--- src/design/mzdfs_pkg.sv ---
// Shared constants, types and codes for the grid maze depth-first path finder.
package mzdfs_pkg;

	localparam int MAX_ROWS   = 64;
	localparam int MAX_COLS   = 64;
	localparam int ROW_W      = $clog2(MAX_ROWS);
	localparam int COL_W      = $clog2(MAX_COLS);
	localparam int CELL_W     = ROW_W + COL_W;
	localparam int CELL_COUNT = MAX_ROWS * MAX_COLS;
	localparam int DEPTH_W    = CELL_W + 1;
	localparam int DIR_W      = 3;
	localparam int STK_W      = CELL_W + DIR_W;

	// Command codes
	localparam logic [1:0] CMD_WRITE = 2'd0;
	localparam logic [1:0] CMD_SOLVE = 2'd1;
	localparam logic [1:0] CMD_READ  = 2'd2;

	// Neighbour order
	localparam logic [DIR_W-1:0] DIR_UP    = 3'd0;
	localparam logic [DIR_W-1:0] DIR_DOWN  = 3'd1;
	localparam logic [DIR_W-1:0] DIR_LEFT  = 3'd2;
	localparam logic [DIR_W-1:0] DIR_RIGHT = 3'd3;
	localparam logic [DIR_W-1:0] DIR_DONE  = 3'd4;

	// Register indexes
	localparam logic [2:0] REG_ROWS  = 3'd0;
	localparam logic [2:0] REG_COLS  = 3'd1;
	localparam logic [2:0] REG_SROW  = 3'd2;
	localparam logic [2:0] REG_SCOL  = 3'd3;
	localparam logic [2:0] REG_GROW  = 3'd4;
	localparam logic [2:0] REG_GCOL  = 3'd5;

	// Request bundle from the sequencer to the storage block
	typedef struct packed {
		logic              wall_we;
		logic              wall_wd;
		logic [CELL_W-1:0] wall_addr;
		logic              vis_we;
		logic              vis_wd;
		logic [CELL_W-1:0] vis_addr;
		logic              stk_we;
		logic [STK_W-1:0]  stk_wd;
		logic [CELL_W-1:0] stk_addr;
	} store_req_t;

	typedef struct packed {
		logic             wall_rd;
		logic             vis_rd;
		logic [STK_W-1:0] stk_rd;
	} store_rsp_t;

endpackage

--- src/design/mzdfs_nbr.sv ---
// Neighbour address unit: steps one cell in a direction and checks the grid bounds.
module mzdfs_nbr (
	input  logic [mzdfs_pkg::CELL_W-1:0] cur_cell,
	input  logic [mzdfs_pkg::DIR_W-1:0]  dir,
	input  logic [mzdfs_pkg::ROW_W:0]    eff_rows,
	input  logic [mzdfs_pkg::COL_W:0]    eff_cols,
	output logic [mzdfs_pkg::CELL_W-1:0] nbr,
	output logic                         ok
);
	import mzdfs_pkg::*;

	logic [ROW_W:0] r, nr;
	logic [COL_W:0] c, nc;
	logic           wrap;

	assign r = {1'b0, cur_cell[CELL_W-1:COL_W]};
	assign c = {1'b0, cur_cell[COL_W-1:0]};

	// One step; stepping below zero fails
	always_comb begin
		nr   = r;
		nc   = c;
		wrap = 1'b0;
		case (dir)
			DIR_UP: begin
				wrap = (r == '0);
				nr   = r - 1'b1;
			end
			DIR_DOWN:  nr = r + 1'b1;
			DIR_LEFT: begin
				wrap = (c == '0);
				nc   = c - 1'b1;
			end
			DIR_RIGHT: nc = c + 1'b1;
			default:   wrap = 1'b1;
		endcase
	end

	assign ok  = !wrap && (nr < eff_rows) && (nc < eff_cols);
	assign nbr = {nr[ROW_W-1:0], nc[COL_W-1:0]};

endmodule

--- config.mk ---
export PLATFORM = sky130hd
export DESIGN_NAME = mzdfs_nbr
export DESIGN_NICKNAME = d
export VERILOG_FILES = /design/src/design/mzdfs_pkg.sv /design/src/design/mzdfs_nbr.sv
export SDC_FILE = /design/constraint.sdc
export NUM_CORES = 1
export LEC_CHECK = 0
export BUFFER_PORTS_ARGS = -buffer_cell sky130_fd_sc_hd__buf_2
export CAP_MARGIN = 0
export CORE_MARGIN = 3
export CORE_UTILIZATION = 30
export DETAILED_ROUTE_END_ITERATION = 8
export PLACE_DENSITY = 0.57
export SYNTH_ARGS = -nofsm -noshare
export SYNTH_HDL_FRONTEND = slang
export SYNTH_SLANG_ARGS = --single-unit
--- constraint.sdc ---
create_clock -name vclk -period 7.7
set_clock_uncertainty 0.05 [all_clocks]
set_input_delay 2.31 -clock vclk [all_inputs]
set_output_delay 2.31 -clock vclk [all_outputs]
set_load 0.02 [all_outputs]
---- Word level (Yosys, flattened, before mapping) ----
Index checks and enable logic that the tools add are counted.
cells by class
  order comparisons ....................... 2
  div/mod/pow operators ................... 0
  add/subtract/negate cells ............... 4
  shift operators ......................... 0
  equal/unequal tests ..................... 3
  reductions and logical operators ........ 7
  multiply operators ...................... 0
  muxes and demuxes ....................... 3
  bitwise operators ....................... 0
operator list
  kind                   number
  $pmux W7 S2            2
  $add A6 B1 Y7 const B  2
  $logic_not A7 Y1       2
  $lt A7 B7 Y1           2
  $sub A6 B1 Y7 const B  2
  $eq A3 B2 Y1 const B   2
  $eq A3 B1 Y1 const B   1
  $logic_not A3 Y1       1
  $pmux W1 S3            1
  $logic_and A1 B1 Y1    2
  $reduce_or A2 Y1       1
  $logic_not A1 Y1       1
storage, ports and cells
  bits in read-only memories .............. 0
  output and inout port bits .............. 13
  word-level logic and storage cells ...... 19
  memories ................................ 0
  bits in latches ......................... 0
  bits in writable memories ............... 0
  flip-flop bits (word level) ............. 0

---- Logic depth before layout (Yosys ltp) ----
  word-level depth ........................ 6
  gate-level depth with buffers ........... 15
  mapped depth without buffers ............ 15

---- Least setup slack after synthesis ----
Ideal clock, no wire load.
  path type ............................... input to output
  start ................................... input port dir[0] (netlist name)
  end ..................................... output port ok
  buffers on the path ..................... 1
  path slack .............................. 0.271 ns
  data required time ...................... 5.340 ns
  data arrival time ....................... 5.069 ns
  stages .................................. 14
  path through ............................ clkbuf_1 nand2_1 ha_1 a211oi_1 o21ai_1 a21oi_1 xor2_1 o21ai_1 ha_1 nand3_1 o22ai_1 nor2_1 o211ai_2 nor2_1
on the way
  elaborated cells between the ends (all ways) .. 13
RTL lines
  what                                                     line             text
  start, declared                                          mzdfs_nbr.sv:4   input logic [mzdfs_pkg::DIR_W-1:0] dir,
  $eq A3 B1 Y1 / $logic_not A3 Y1 (equally long branches)  mzdfs_nbr.sv:24  case (dir)
  $pmux W7 S2 (*)                                          mzdfs_nbr.sv:24
  named net nbr (one bit)                                  mzdfs_nbr.sv:7   output logic [mzdfs_pkg::CELL_W-1:0] nbr,
  $lt A7 B7 Y1 (*)                                         mzdfs_nbr.sv:39  assign ok = !wrap && (nr < eff_rows) && (nc < eff_cols);
  $logic_and A1 B1 Y1 (*) (2 in series)                    mzdfs_nbr.sv:39
  end, declared                                            mzdfs_nbr.sv:8   output logic ok
Mark *: on every way through the listed nets, which the timed path passes. The rest lies on a longest branch.

---- Worst setup path after layout ----
  start ................................... input port dir[2] (netlist name)
  end ..................................... output port ok
on the way
  cells in the longest elaborated chain, start to end .. 6
  elaborated cells between the ends (all ways) .. 13
RTL lines
  what                                                  line
  branches (longest 5 deep; another with $lt A7 B7 Y1)  --
  $logic_and A1 B1 Y1 (*)                               mzdfs_nbr.sv:39
Every way passes the cells marked *.

==> impl_results.md <==
- Total number of vias: 1145
- GRT busiest layer: met2
- Die Span Y: roughly 62 µm
- DRC Markers: 0
- Hold_buf cts: 0
- Vias in the first global route: between 1000 and 1500
- Total of warnings raised by yosys: 0
- Seq cells: 0
- Pin count of the biggest net entering global routing: 13
- Max VDD drop: between 0.00002 and 0.00003 V
- Routability cong.: slightly below 0.9
- CP endpoint kind: primary output
- Fmax: between 100 and 150 MHz
- Layout Cells excl Fill: 220
- Max-Cap Viols: 0
- Postcts setup bufs: 0
- Status: finished clean
- Final instance area: 0.001204 mm²
- Clock share of power: 0
- Slew margin rel.: 0.7092
- Initial antenna violation count: 0
- Syn Inst Count: around 140
- Area Overhead vs Synth: 27.93%
- CP Class: primary input to primary output
- Die ar.: 0.003845 mm²
- Starting Density: 0.3271
- Power per cell area: between 60 and 70 mW/mm²
- Worst endpoint required time: around 5.3 ns
- Hold Crit Class: primary input to primary output
- Main area contributors after synthesis: ha_1 (29%), inv_1 (7.2%), o21ai_1 (6.9%), a211oi_1 (4.8%), fa_1 (4.3%)
- Clock buffers: 0
- Synth area leader: ha_1
- Share of cells above drive strength 1: 0.2697
- # diodes: 0
- Overall routing resource usage: 0.1296
- Mapped Area: 940.9 µm²
- Setup violations, final: 0
- Final nets: approximately 230
- Mapped Avg Cell Area: roughly 6.8 µm²
- Crit-path max cell delay: around 0.36 ns
- Register area share after synthesis: 0
- First DRT Iteration DRCs: 32
- Drt total wl: approximately 2500 µm
- Switch share: 0.5869
- Global-route met1 utilization: 0.1569
- CTS resizes: 0
- FP Rows: 19
- Worst-Margin Slew: 0.4363 ns
- GR Util met2: 0.2589
- Chip width: about 62 µm
- Placed Cells: 220
- Critical-path cell list: buf_2 > and2b_2 > nand2_2 > ha_1 > nor2b_1 > o21ai_1 > a21boi_1 > or3_1 > nand3_1 > ha_1 > a22oi_1 > nand4_1 > nor2_1 > o211ai_2 > nor2_1 > buf_2
- Yosys cell types: 32
- Wire per inst: about 11 µm
- Crit path time final: roughly 7.5 ns
- Worst EP arrival: between 5 and 6 ns
- Sequential Power Share: 0
- Register Area: 0 µm²
- Setup TNS: 0 ns
- Net Count, Synth: 191
- Crit-path slowest cell: or3_1
- Met3 Track Usage GR: 0.004132
- Share of the synthesized area in the top cell type: 0.2926
- Final hold viol count: 0
- DRT Pass-1 Iters: 4
- Pint: roughly 34 µW
- Core region area: roughly 0.0029 mm²
- Antenna-violating nets left: 0
- RSZ-0062 raised after global routing: no
- Worst Setup Start Kind: primary input
- Area after DPL: between 0.001 and 0.0015 mm²
- Combinational share of power: 1.000
- Slew Limit Fails: 0
- P_sw: 48.88 µW
- PortBufs: 42
- # IOs: 42
- Tcrit/Tclk final: 0.9683
- Pleak: 0.0006465 µW
- Total grt overflow: 0
- DR vias/cell: between 5 and 6
- Final HPWL DP: about 2300 µm
- First-pass GRT wire length: between 4000 and 5000 µm
- Crit path max fanout: 6
==> worst max-delay path, delay by kind of cell <==
family                     cells  cell delay (ns)
AOI/OAI and AO/OA              4             0.58
adders and majority gates      2             0.60
buffers and inverters          2             0.28
and+or+nand+nor                8             1.33
==> layout make-up <==
cell class,instances,area [µm²]
fill,317,1673
multi-input combinational,115,858.3
timing repair buffer,43,217.7
inverter,20,75.07
tap,42,52.55
==> worst paths after layout <==
check             slack [ns]  endpoint         from  cells after the start
setup / recovery        0.24        ok       dir[2]                     16
hold / removal          4.96    nbr[8]  cur_cell[8]                      4
==> synthesized netlist by cell type, drive strengths merged <==
master and n:
o21ai 17, ha 22, a31oi 2, and2b 1, nor2b 2, or3 4, o211ai 3, o2111ai 2
a21o 4, nor3b 1, xnor2 2, o22ai 1, clkbuf 3, or2 1, nand2b 2, nand4 1
a211oi 6, or4 1, nand3 6, xor2 4, a22oi 1, inv 20, nand2 10, a21boi 2
nor3 3, fa 2, a21oi 5, nor4 4, nor2 6
==> per-stage QoR <==
stage	hold slack, ns	util	total power, µW	setup slack, ns
floorplan	4.765	-	56.64	0.2709
global placement	4.971	0.4171	82.62	0.08322
detailed placement	4.968	0.4171	83.64	0.09821
CTS	4.969	0.4171	83.93	0.09013
global route	4.991	0.4184	93.75	0.03688
finish	4.963	0.4184	83.29	0.2439
==> layout by cell type, fill, tap and decap left out, types with 3 or more instances in the layout <==
cell type / n
xor2_1: 4
buf_2: 42
nand2_1: 9
a21o_1: 4
nor3_1: 3
nand3_1: 6
nor4_1: 4
a211oi_1: 6
nor2_1: 6
a21oi_1: 5
o21ai_1: 13
o21ai_0: 4
inv_1: 18
or3_1: 4
ha_1: 22
==> power by group through the flow <==
stage	registers (µW)	clock network, µW	logic (µW)
6_report	0	0	83.3
5_1_grt	0	0	93.7
4_1_cts	0	0	83.9
3_5_place_dp	0	0	83.6
3_3_place_gp	0	0	82.6
2_1_floorplan	0	0	56.6
==> cells by family (layout without fill, tap and decap cells) <==
| kind of cell | after synthesis | count (layout) | synth area share |
|---|---|---|---|
| compound gates | 43 | 43 | 0.2886 |
| xor+xnor | 6 | 6 | 0.05585 |
| fa+ha+maj | 24 | 24 | 0.3351 |
| buf+inv | 23 | 63 | 0.09175 |
| simple gates | 42 | 42 | 0.2287 |
==> routing by layer <==
layer	part of all wire	routed length [µm]
met1	0.45	1129
met2	0.50	1264
met3	0.052	130
met4	0	0
met5	0	0
Note: power is estimated with default switching activity, not from simulation.
